### src/rtl/core/dht_pkg.sv
`timescale 1ns / 1ps
package dht_pkg;
    localparam int TABLE_DEPTH_DEF = 64;
    localparam logic [6:0] CAP_RESET = 7'd60;
    localparam logic [6:0] LIMIT_RESET = 7'd45;

    typedef enum logic [1:0] {MARK_EMPTY = 2'd0, MARK_USED = 2'd1, MARK_DELETED = 2'd2}
        mark_t;
    typedef enum logic [2:0] {
        ST_FOUND = 3'd0, ST_NOT_FOUND = 3'd1, ST_INSERTED = 3'd2,
        ST_UPDATED = 3'd3, ST_REMOVED = 3'd4, ST_FULL = 3'd5
    } status_t;
    typedef enum logic [1:0] {MODE_LOOKUP = 2'd0, MODE_WRITE = 2'd1, MODE_REMOVE = 2'd2}
        mode_t;
    typedef enum logic [0:0] {CFG_CAPACITY = 1'b0, CFG_LIMIT = 1'b1} cfg_idx_t;
    typedef enum logic [3:0] {
        S_IDLE, S_MOD, S_READ, S_CHECK, S_WRITE, S_OUT
    } state_t;

    typedef struct packed {
        logic start;
        logic busy;
    } mod_ctl_t;
endpackage

### src/rtl/core/dht_store.sv
`timescale 1ns / 1ps
// Slot key/value memory (one read and one write port) plus slot marks with reset.
module dht_store
    import dht_pkg::*;
#(
    parameter int DEPTH = TABLE_DEPTH_DEF,
    parameter int AW = $clog2(DEPTH)
)(
    input  logic          clk,
    input  logic          rst_n,
    input  logic [AW-1:0] rd_addr,
    output logic [30:0]   rd_key,
    output logic [31:0]   rd_value,
    output mark_t         rd_mark,
    input  logic          wr_en,
    input  logic [AW-1:0] wr_addr,
    input  logic [30:0]   wr_key,
    input  logic [31:0]   wr_value,
    input  mark_t         wr_mark
);
    logic [62:0] kv_mem [DEPTH];
    logic [1:0]  mark_mem [DEPTH];
    logic [DEPTH-1:0] init_reg;

    always_ff @(posedge clk)
    begin
        if (wr_en)
        begin
            kv_mem[wr_addr]   <= {wr_key, wr_value};
            mark_mem[wr_addr] <= wr_mark;
        end
        {rd_key, rd_value} <= kv_mem[rd_addr];
        rd_mark <= init_reg[rd_addr] ? mark_t'(mark_mem[rd_addr]) : MARK_EMPTY;
    end

    always_ff @(posedge clk or negedge rst_n)
    begin
        if (!rst_n)
            init_reg <= '0;
        else if (wr_en)
            init_reg[wr_addr] <= 1'b1;
    end

`ifndef SYNTHESIS
    a_wr_sets_init: assert property (@(posedge clk) disable iff (!rst_n)
        wr_en |=> init_reg[$past(wr_addr)]) else $error("valid bit not set");
    a_wr_mark_used: assert property (@(posedge clk) disable iff (!rst_n)
        wr_en |-> wr_mark != MARK_EMPTY) else $error("write-back clears a slot");
    a_no_x_wr: assert property (@(posedge clk) disable iff (!rst_n)
        wr_en |-> !$isunknown(wr_addr)) else $error("unknown write address");
`endif
endmodule

### config.mk
export PLATFORM = sky130hd
export DESIGN_NAME = dht_store
export DESIGN_NICKNAME = d
export VERILOG_FILES = /design/src/rtl/core/dht_pkg.sv /design/src/rtl/core/dht_store.sv
export SDC_FILE = /design/constraint.sdc
export NUM_CORES = 2
export LEC_CHECK = 0
export BUFFER_PORTS_ARGS = -buffer_cell sky130_fd_sc_hd__clkbuf_2
export CAP_MARGIN = 20
export CORE_MARGIN = 2
export CORE_UTILIZATION = 45
export DETAILED_ROUTE_END_ITERATION = 12
export PLACE_DENSITY = 0.62
export SETUP_SLACK_MARGIN = 0.4
export SLEW_MARGIN = 25
export SYNTH_ARGS = -nofsm -noshare
export SYNTH_HDL_FRONTEND = slang
export SYNTH_MEMORY_MAX_BITS = 65536
export SYNTH_SLANG_ARGS = --single-unit
### constraint.sdc
create_clock -name clk -period 2.7 [get_ports clk]
set_clock_uncertainty 0.05 [all_clocks]
set_input_delay 0.54 -clock clk [delete_from_list [all_inputs] [get_ports clk]]
set_output_delay 0.54 -clock clk [all_outputs]
set_load 0.03 [all_outputs]
# --- Word-level counts from Yosys, hierarchy flattened ---
# Memory sizes are Yosys's and may differ from the RTL's. A register that Yosys moved wholly into a read port is not among the register bits.
# Cells that the tools add are included.
classes:
  n_addsub: 0
  n_mul: 0
  n_div: 0
  n_lt_le_gt_ge: 3
  eq_ne: 0
  shifts: 0
  muxes: 6
  n_bitwise: 1
  reduce_logical: 2
ops:
  columns: ["op", "count"]
  rows:
  - ["$or A64 B64 Y64", 1]
  - ["$lt A6 B7 Y1 const B", 2]
  - ["$bmux W1 S6", 1]
  - ["$demux W1 S6", 1]
  - ["$ge A6 B1 Y1 const B", 1]
  - ["$mux W1", 4]
  - ["$logic_and A1 B1 Y1", 1]
  - ["$logic_not A1 Y1", 1]
word_totals:
  reg_bits: 64
  latch_bits: 0
  ramBits: 4160
  rom_bits: 0
  out_inout_bits: 65
  mem_count: 2
memory_table:
  columns: ["name", "words", "word_bits", "rd", "rd_clocked_by_memory_dff", "write_ports", "line", "text"]
  rows:
  - ["kv_mem", 64, 63, 1, 1, 1, "dht_store.sv:21", "logic [62:0] kv_mem [DEPTH];"]
  - ["mark_mem", 64, 2, 1, 1, 1, "dht_store.sv:22", "logic [1:0] mark_mem [DEPTH];"]

# --- Depth between registers and ports, before layout ---
depth:
  ltp_word: 5
  mapped_depth: 10

# --- Worst setup path before layout ---
# OpenSTA, ideal clock, no wires.
synth_path:
  path_type: "input to register"
  startpoint: "in wr_addr[5]"
  endpoint: "mem kv_mem[32][0], enable pin"
  t_arrival_ps: 4101
  t_required_ps: 2161
  path_slack_ps: -1940
  stages: 4
  path_cell_list: "clkbuf_1 or3b_2 clkbuf_1 nor2_1"
synth_rtl:
  columns: ["element", "line", "text"]
  rows:
  - ["start, declared", "dht_store.sv:16", "input logic [AW-1:0] wr_addr,"]
  - ["end, declared", "dht_store.sv:21", null]
# Straight into the memory's write port.

# --- Worst setup path after layout ---
layout_path:
  startpoint: "reg rd_key[23] (read register of kv_mem)"
  endpoint: "out rd_key[23]"
layout_rtl:
  columns: ["element", "line", "text"]
  rows:
  - ["start, declared", "dht_store.sv:12", "output logic [30:0] rd_key,"]
# No word-level cell between the ends.

==> flow_metrics.tcl <==
set metrics [dict create \
    grtUsageTotal_pct 24.92 \
    drt-total-wl_um 453200 \
    ys_types 23 \
    drc 0 \
    synth_cells 6317 \
    avgRoutedWirePerCell_um 36.50 \
    cp_slowest_cell "dfxtp_4" \
    die_area_um2 362600 \
    rsz0062_at_grt "false" \
    yosys_warnings 0 \
    globalRouteOverflowTotal 0 \
    drive_gt1_share_pct 38.49 \
    critPathMaxStageDelay_ns 0.44 \
    initial_core_util_pct 45.23 \
    worstSkewPairLatency_ns 0.98 \
    dp_hpwl_um 254000 \
    synth-edff-count 4160 \
    grt_pass1_vias 77910 \
    finalCritPeriodShare_pct 83.04 \
    cp-end-kind "primary output" \
    tightestPinTransition_ns 1.075 \
    finalPower_mw 140.4 \
    final_hold_viol_count 0 \
    required_ns 2.11 \
    rows 219 \
    ys.flop_type "edfxtp_1" \
    yosysTopAreaCell "edfxtp_1" \
    syn_avg_cell_area_um2 25.49 \
    period_needed_ns 2.242 \
    root_buffer "clkbuf_16" \
    core_um2 355900 \
    syn-cell-area_um2 161000 \
    critical_path_class "reg2out" \
    relSlewSlack_pct 28.32 \
    grt_max_degree 65 \
    yosys-top-cells-count "edfxtp_1 (4160), mux4_2 (1308), clkbuf_1 (191)" \
    synth.area.top_cells "edfxtp_1 (78%), mux4_2 (18%), dfrtp_1 (0.99%)" \
    crit_path_start_kind "flop" \
    crit_family "flip-flops" \
    power.density_nw_per_um2 735.4 \
    worst_slack_ns 0.4581 \
    syn_nets 6397 \
    status "completed" \
    grt_pass1_wl_um 627800 \
    ys_ff_latch 4289 \
    pre_cts_slack_ns -0.4667 \
    io_pins 145 \
    async_flop_share_pct 1.492 \
    post-synth-top-count-cell "edfxtp_1" \
    die_h_um 602.2 \
    crit_chain "buf_2" \
    first_pass_iters 5 \
    fin_nets 7364 \
    hold_path.class "in2reg" \
    setup_viol 0 \
    ys_seq_area_share_pct 79.39 \
    antenna_left 0 \
    p_leak_nw 60.40 \
    ir_drop_mv 0.6528 \
    slew_viol_final 0 \
    path_max_fanout 1 \
    tns_ns 0 \
    cts_buffer_depth 4 \
    maxCapViolCount 0 \
    vias_per_cell 6.208 \
    cts_tree "yes" \
    cp.arrival_ns 1.65 \
    area.growth.synth_to_final_pct 18.56 \
    clk_pin_slew_ns 0.06 \
    yosys.area.top_type_share_pct 77.59 \
    place.gp.congestion 0.7891 \
    worst-path-buf-inv 1 \
    die_w_um 602.2 \
    io_buffers 144 \
    max_freq_mhz 446.0 \
    num_vias 77060 \
    numCtsBuffers 428 \
    nFillCells 26260 \
    largest_reg_flops 4032 \
    htreeDepth 5 \
    drtIter0Drc 11450 \
    antenna_found_initial 23 \
    fin_util_pct 53.63 \
    numClockSinks 4289 \
]
## logic make-up after synthesis
family / after synthesis / share of synthesized area [%]
compound gates: 162 / 0.7445
buf+inv: 330 / 0.9007
mux: 1308 / 18.30
flops: 4289 / 79.39
simple gates: 228 / 0.6668
## final timing paths
| path | start | end | slack (ns) | cells past startpoint |
|---|---|---|---|---|
| min in group asynchronous | rst_n | init_reg[49] | 0.26 | 3 |
| hold reg to reg | init_reg[11] | init_reg[11] | 0.41 | 1 |
| max in group asynchronous | rst_n | init_reg[44] | 1.77 | 3 |
| setup reg to reg | kv_mem[47][59] | rd_key[27] | 0.56 | 5 |
| hold / removal | wr_value[6] | kv_mem[22][6] | 0.05 | 1 |
| setup / recovery | rd_key[23] | rd_key[23] | 0.46 | 1 |
## layout by cell type (no fill, tap or decap), drive strengths merged, types with 3 or more instances in the layout
cell         count
edfxtp        4160
mux4          1308
buf            725
clkbuf         719
clkinv         158
a22oi          152
nand2           74
nor2            68
dfxtp           65
or2             64
dfrtp           64
bufinv          30
inv             14
clkinvlp        12
dlygate4sd3     11
diode            7
a21oi            7
nor2b            7
nand3            5
nand3b           3
a21boi           3
## power breakdown
| group | total, mW | switching [mW] | internal [mW] | leakage, nW |
|---|---|---|---|---|
| Clock | 58.9 | 25.3 | 33.6 | 6.80 |
| Combinational | 7.32 | 4.02 | 3.30 | 14.8 |
| Sequential | 74.1 | 0.367 | 73.8 | 38.8 |
| Total | 140 | 29.7 | 111 | 60.4 |
## per-stage QoR
stage	hold WS [ns]	cells	cell area [um2]
final	0.05133	12410	190900
after global routing	0.05530	12410	190900
after CTS	0.002396	12410	190900
after detailed placement	0.3981	11590	176700
after global placement	0.3939	11590	176700
after floorplan	0.1944	6317	161500
## layer usage
layer,vias to the layer above,part of all wire [%],global-route usage [%]
li1,29620,-,-
met1,42630,39,35.01
met2,4090,49,40.60
met3,702,9.3,3.894
met4,16,3.1,7.514
met5,-,0.023,0
## area by class of cell
cell class / instances / area, um2 / share of cell area (%)
timing repair buffer: 867 / 10890 / 5.704
tap: 4751 / 5944 / 3.114
antenna: 7 / 17.52 / 0.009176
sequential: 4289 / 127900 / 66.98
multi-input combinational: 1698 / 32250 / 16.90
clock inverter: 214 / 2101 / 1.101
clock buffer: 588 / 11830 / 6.195
## repair_timing
| item | 4_1_cts | 5_1_grt |
|---|---|---|
| endpoints found under the hold margin | 319 | 0 |
| setup buffers | 0 | 0 |
| hold buffers | 11 | 0 |
| setup endpoints to repair | 26 | 1 |
| gates resized for setup | 44 | 2 |
(Power assumes the default switching activity.)
