**src/rtl/core/dht_pkg.sv**
```systemverilog
`timescale 1ns / 1ps
package dht_pkg;
    localparam int TABLE_DEPTH_DEF = 64;
    localparam logic [6:0] CAP_RESET = 7'd60;
    localparam logic [6:0] LIMIT_RESET = 7'd45;

    typedef enum logic [1:0] {MARK_EMPTY = 2'd0, MARK_USED = 2'd1, MARK_DELETED = 2'd2}
        mark_t;
    typedef enum logic [2:0] {
        ST_FOUND = 3'd0, ST_NOT_FOUND = 3'd1, ST_INSERTED = 3'd2,
        ST_UPDATED = 3'd3, ST_REMOVED = 3'd4, ST_FULL = 3'd5
    } status_t;
    typedef enum logic [1:0] {MODE_LOOKUP = 2'd0, MODE_WRITE = 2'd1, MODE_REMOVE = 2'd2}
        mode_t;
    typedef enum logic [0:0] {CFG_CAPACITY = 1'b0, CFG_LIMIT = 1'b1} cfg_idx_t;
    typedef enum logic [3:0] {
        S_IDLE, S_MOD, S_READ, S_CHECK, S_WRITE, S_OUT
    } state_t;

    typedef struct packed {
        logic start;
        logic busy;
    } mod_ctl_t;
endpackage

```
**src/rtl/core/dht_mod.sv**
```systemverilog
`timescale 1ns / 1ps
// Bit-serial restoring remainder of a 31-bit key by a small divisor.
module dht_mod
    import dht_pkg::*;
#(
    parameter int CW = 7
)(
    input  logic          clk,
    input  logic          rst_n,
    input  logic          start,
    input  logic [30:0]   dividend,
    input  logic [CW-1:0] divisor,
    output mod_ctl_t      ctl,
    output logic [CW-1:0] rem
);
    logic [30:0]   sh_reg;
    logic [CW:0]   acc_reg;
    logic [4:0]    cnt_reg;
    logic          busy_reg;
    logic [CW:0]   trial;
    logic [CW+1:0] diff;

    always_comb
    begin
        trial = {acc_reg[CW-1:0], sh_reg[30]};
        diff  = {1'b0, trial} - {2'b00, divisor};
    end

    always_ff @(posedge clk or negedge rst_n)
    begin
        if (!rst_n)
        begin
            busy_reg <= 1'b0;
            cnt_reg  <= '0;
        end
        else if (start)
        begin
            busy_reg <= 1'b1;
            cnt_reg  <= 5'd30;
        end
        else if (busy_reg)
        begin
            if (cnt_reg == 5'd0)
                busy_reg <= 1'b0;
            cnt_reg <= cnt_reg - 5'd1;
        end
    end

    always_ff @(posedge clk)
    begin
        if (start)
        begin
            sh_reg  <= dividend;
            acc_reg <= '0;
        end
        else if (busy_reg)
        begin
            sh_reg <= {sh_reg[29:0], 1'b0};
            if (!diff[CW+1])
                acc_reg <= diff[CW:0];
            else
                acc_reg <= trial;
        end
    end

    assign rem       = acc_reg[CW-1:0];
    assign ctl.start = start;
    assign ctl.busy  = busy_reg;
endmodule

```
**config.mk**
```make
export PLATFORM = sky130hd
export DESIGN_NAME = dht_mod
export DESIGN_NICKNAME = d
export VERILOG_FILES = /design/src/rtl/core/dht_pkg.sv /design/src/rtl/core/dht_mod.sv
export SDC_FILE = /design/constraint.sdc
export NUM_CORES = 1
export LEC_CHECK = 0
export ABC_AREA = 0
export BUFFER_PORTS_ARGS = -buffer_cell sky130_fd_sc_hd__buf_2
export CORE_MARGIN = 1
export CORE_UTILIZATION = 47
export CTS_BUF_LIST = sky130_fd_sc_hd__clkbuf_8
export DETAILED_ROUTE_END_ITERATION = 10
export PLACE_DENSITY = 0.71
export SLEW_MARGIN = 20
export SYNTH_ARGS = -nofsm -noshare
export SYNTH_HDL_FRONTEND = slang
export SYNTH_SLANG_ARGS = --single-unit
```
**constraint.sdc**
```tcl
create_clock -name clk -period 5.76 [get_ports clk]
set_input_delay 1.152 -clock clk [delete_from_list [all_inputs] [get_ports clk]]
set_output_delay 1.152 -clock clk [all_outputs]
set_load 0.05 [all_outputs]
```
=== Word-level counts from Yosys, hierarchy flattened ===
Cells that the tools add are included.

* Register bits: 44
* Output and inout port bits: 9
* Input bits: 41

* $add $sub $neg: 2
* Mux-type cells: 8
* Reduce and logical (&&, ||, !) cells: 2

{| class="wikitable"
|+ Operators by type and width
! operator !! number
|-
| 31-bit two-way mux || 2
|-
| 5-bit two-way mux || 2
|-
| 8-bit by 7-bit subtractor with 9-bit output || 1
|-
| 7-bit two-way mux || 1
|-
| 5-bit logical NOT || 1
|-
| 5-bit by 1-bit subtractor with 5-bit output, second input constant || 1
|-
| 1-bit two-way mux || 3
|-
| 2-bit nonzero test || 1
|}

=== Logic depth before layout (Yosys ltp) ===
* Depth after elaboration: 4
* Depth in mapped cells: 8
* Depth with buffers taken out: 8

=== Worst setup path before layout ===
Ideal clock, no wire load.

* Path type: in2reg
* From: in divisor[0]
* To: reg acc_reg[1]
* Library setup time: 95 ps
* Slack: 2904 ps
* Arrival: 2760 ps
* Cell stages on the path: 7
* Path through: ha_1 -> fa_1 -> nand2b_1 -> a21oi_2 -> o21ai_4 -> or4b_1 -> o311ai_1

* Longest elaborated chain between the ends: 2

{| class="wikitable"
|+ RTL lines
! element !! RTL line !! source
|-
| start: declaration || dht_mod.sv:12 || <nowiki>input logic [CW-1:0] divisor,</nowiki>
|-
| 8-bit by 7-bit subtractor with 9-bit output || dht_mod.sv:26 || <nowiki>diff = {1'b0, trial} - {2'b00, divisor};</nowiki>
|-
| 7-bit two-way mux || dht_mod.sv:59 || <nowiki>if (!diff[CW+1])</nowiki>
|-
| end signal: assignment || dht_mod.sv:60 || <nowiki>acc_reg <= diff[CW:0];</nowiki>
|-
| end signal: assignment || dht_mod.sv:62 || <nowiki>acc_reg <= trial;</nowiki>
|-
| end: declaration || dht_mod.sv:17 || <nowiki>logic [CW:0] acc_reg;</nowiki>
|}

Every way passes these cells.
A chain may end at the register's enable or synchronous reset.

=== Worst setup path in the final report ===
* From: in start
* To: out ctl[1] in the netlist's numbering

{| class="wikitable"
|+ RTL lines
! element !! RTL line !! source
|-
| start: declaration || dht_mod.sv:10 || <nowiki>input logic start,</nowiki>
|-
| end: declaration || dht_mod.sv:13 || <nowiki>output mod_ctl_t ctl,</nowiki>
|}

No word-level cell between the ends.

==> impl_metrics.py <==
metrics = {
    "outcome": {
        "status": "finished, violations left",
        "violations": "design-rule violations",
    },
    "sta": {
        "worst_slack_ps": 2390,
        "rsz0062_at_grt": "false",
        "finClkSkew_ps": 3.25,
        "hold_violations": 0,
        "fmax_mhz": 297,
        "tightest_slew_ps": 876,
        "fin_tns_setup_ps": 0,
        "setup_viol": 0,
        "fin_crit_ps": 3370,
        "max-slew-margin-rel": 0.416,
        "fin_crit_sh": 0.585,
        "drv_slew": 0,
    },
    "route": {
        "wl_um": 3700,
        "vias": 1421,
        "ant_nets": 0,
        "firstDrtPassIters": 7,
        "drt-vias-per-instance": 5.11,
        "drc": 3,
        "drt_iter0_markers": 89,
        "avgRoutedWirePerCell_um": 13.3,
    },
    "setup_path": {
        "crit_cells": 2,
        "crit_path_frequent_cell": "buf_2",
        "r2r_end": "acc_reg[1]",
        "path_cells": "buf_2 > buf_2",
        "path_max_fanout": 45,
        "timing.rr.start": "sh_reg[30]",
        "ff2ff_path_depth": 8,
        "crit_buf_inv": 2,
        "end_kind": "primary output",
        "slowest_stage": "buf_2",
        "required_ps": 4610,
        "crit_path_end": "ctl[1]",
        "crit_family": "buffers and inverters",
        "start_kind": "input port",
        "worst-r2r-setup-slack_ps": 3540,
        "cp-startpoint": "start",
        "cp_slowest_stage_delay_ps": 660,
        "worst-setup-path-type": "input port to primary output",
        "worst_ep_arrival_time_ps": 2220,
    },
    "global_route": {
        "grt_pass1_wl_um": 6160,
        "grt_util_all_layers": 0.156,
        "grt_max_degree": 46,
        "grt_pass1_vias": 1382,
        "overflow": 0,
        "antenna_found_initial": 0,
    },
    "cts": {
        "cts_setup_buffers": 0,
        "cts_made_buffers": 5,
        "htree_levels": 2,
        "cts-root-buf": "clkbuf_8",
        "clock-sinks": 44,
        "clk_latency_ps": 290,
        "ctsHoldBuffers": 0,
        "clockBufferDepth": 2,
        "cts_resized": 0,
        "cts_tree": "done",
        "clkTransAtPathRegs_ps": 80,
    },
    "placement": {
        "gp_congestion": 0.780,
        "port_buffers": 49,
        "dp_hpwl_um": 2600,
        "dpl_worst_slack_ps": 2380,
        "dp_cells": 270,
    },
    "floorplanning": {
        "fp-row-count": 24,
        "fp.dieW_um": 71.3,
        "ios": 50,
        "fp.dieArea_um2": 5080,
        "core-area_um2": 4470,
        "die_height_um": 71.3,
        "start_util": 0.504,
    },
    "yosys": {
        "ys_top_cells_by_area": "edfxtp_1 41%, mux2_2 15%, dfrtp_1 6.7%",
        "ys.flop_type": "edfxtp_1",
        "syn-cell-area_um2": 2250,
        "yosys.area.top_type_share": 0.413,
        "synth_fp_nets": 228,
        "synth_seq_cells": 44,
        "postSynth.asyncResetShare": 0.136,
        "synth_edf_count": 31,
        "yosysUniqueCellTypes": 42,
        "syn-instance-count": 178,
        "ys_seq_area_frac": 0.542,
        "synth_common_cells": "31 x edfxtp_1, 31 x mux2_2, 15 x inv_1",
        "ys_warn_count": 0,
        "yosys.area.top_type": "edfxtp_1",
        "avgSynthCellArea_um2": 12.7,
    },
    "power": {
        "power_mw": 0.815,
        "ir_drop_mv": 0.126,
        "power.density_nw_per_um2": 308,
        "p_leak_nw": 1.16,
    },
    "cells_and_area": {
        "area_growth_syn_to_layout_pct": 17.4,
        "drive_above_1_share": 0.416,
        "largest_reg_flops": 31,
        "fin_cells": 278,
        "antenna_cells": 0,
        "layout.nets": 275,
        "fin_util": 0.591,
    },
    "worst_hold_path": {
        "hold_path.class": "register to register",
    },
    "run": {
        "maxCapViolations": 0,
    },
}
==> where the power goes <==
group / leakage, nW / total, mW / internal [mW] / switching [mW]
clock: 0.0645 / 0.253 / 0.153 / 0.100
sequential: 0.446 / 0.389 / 0.373 / 0.0159
combinational: 0.649 / 0.173 / 0.0780 / 0.0951
==> layer usage <==
layer / share of wire / track usage / up-vias / routed length [um]
li1: - / - / 730 / -
met1: 0.49 / 0.207 / 651 / 1810
met2: 0.45 / 0.247 / 35 / 1670
met3: 0.050 / 0.0534 / 5 / 186
met4: 0.010 / 0.0400 / 0 / 38
met5: 0 / 0 / - / 0
==> through the flow <==
step | hold slack [ps] | instance area [um2]
floorplan | 481 | 2250
global placement | 492 | 2520
detailed placement | 502 | 2520
CTS | 515 | 2650
global route | 553 | 2650
finish | 517 | 2650
==> area by class of cell <==
cell class                      instances  area (um2)
Clock inverter                          1        30.0
Inverter                               15        56.3
Sequential cell                        44        1220
Multi-Input combinational cell        110         932
Fill cell                             366        1830
Timing Repair Buffer                   49         245
Clock buffer                            7        96.3
Tap cell                               52        65.1
==> cell usage in the layout, fill, tap and decap left out, types with 2 or more instances in the layout <==
cell      netlist  final
o21ai_4         2      2
o22ai_1         2      2
nor2_1         14     14
xnor2_1         3      3
a211oi_1        4      4
clkbuf_8        0      7
edfxtp_1       31     31
buf_2           3     49
dfrtp_1         6      6
nand2b_1        5      5
mux2_2         31     31
o21ai_0         3      3
dfxtp_1         7      7
ha_1            8      8
inv_1          15     15
xor2_1          2      2
nor2b_1         2      2
a21oi_1         4      4
mux2i_1         4      4
nand2_1         5      5
==> cells by family after synthesis <==
group | synth area share
and+or+nand+nor | 0.0810
adders and majority gates | 0.0533
DFF | 0.542
buffers and inverters | 0.0449
xor gates and xnor gates | 0.0194
AOI/OAI and AO/OA | 0.0805
muxes | 0.179
==> worst min-delay path by stage <==
stage / startpoint / endpoint / slack [ps] / depth (start not counted)
after floorplan: cnt_reg[4] / busy_reg / 480 / 2
after global placement: cnt_reg[4] / busy_reg / 490 / 2
after detailed placement: acc_reg[6] / acc_reg[6] / 500 / 2
after CTS: acc_reg[6] / acc_reg[6] / 510 / 2
after global routing: acc_reg[6] / acc_reg[6] / 550 / 2
final: acc_reg[6] / acc_reg[6] / 520 / 2
Power figures use the tool's default switching activity.
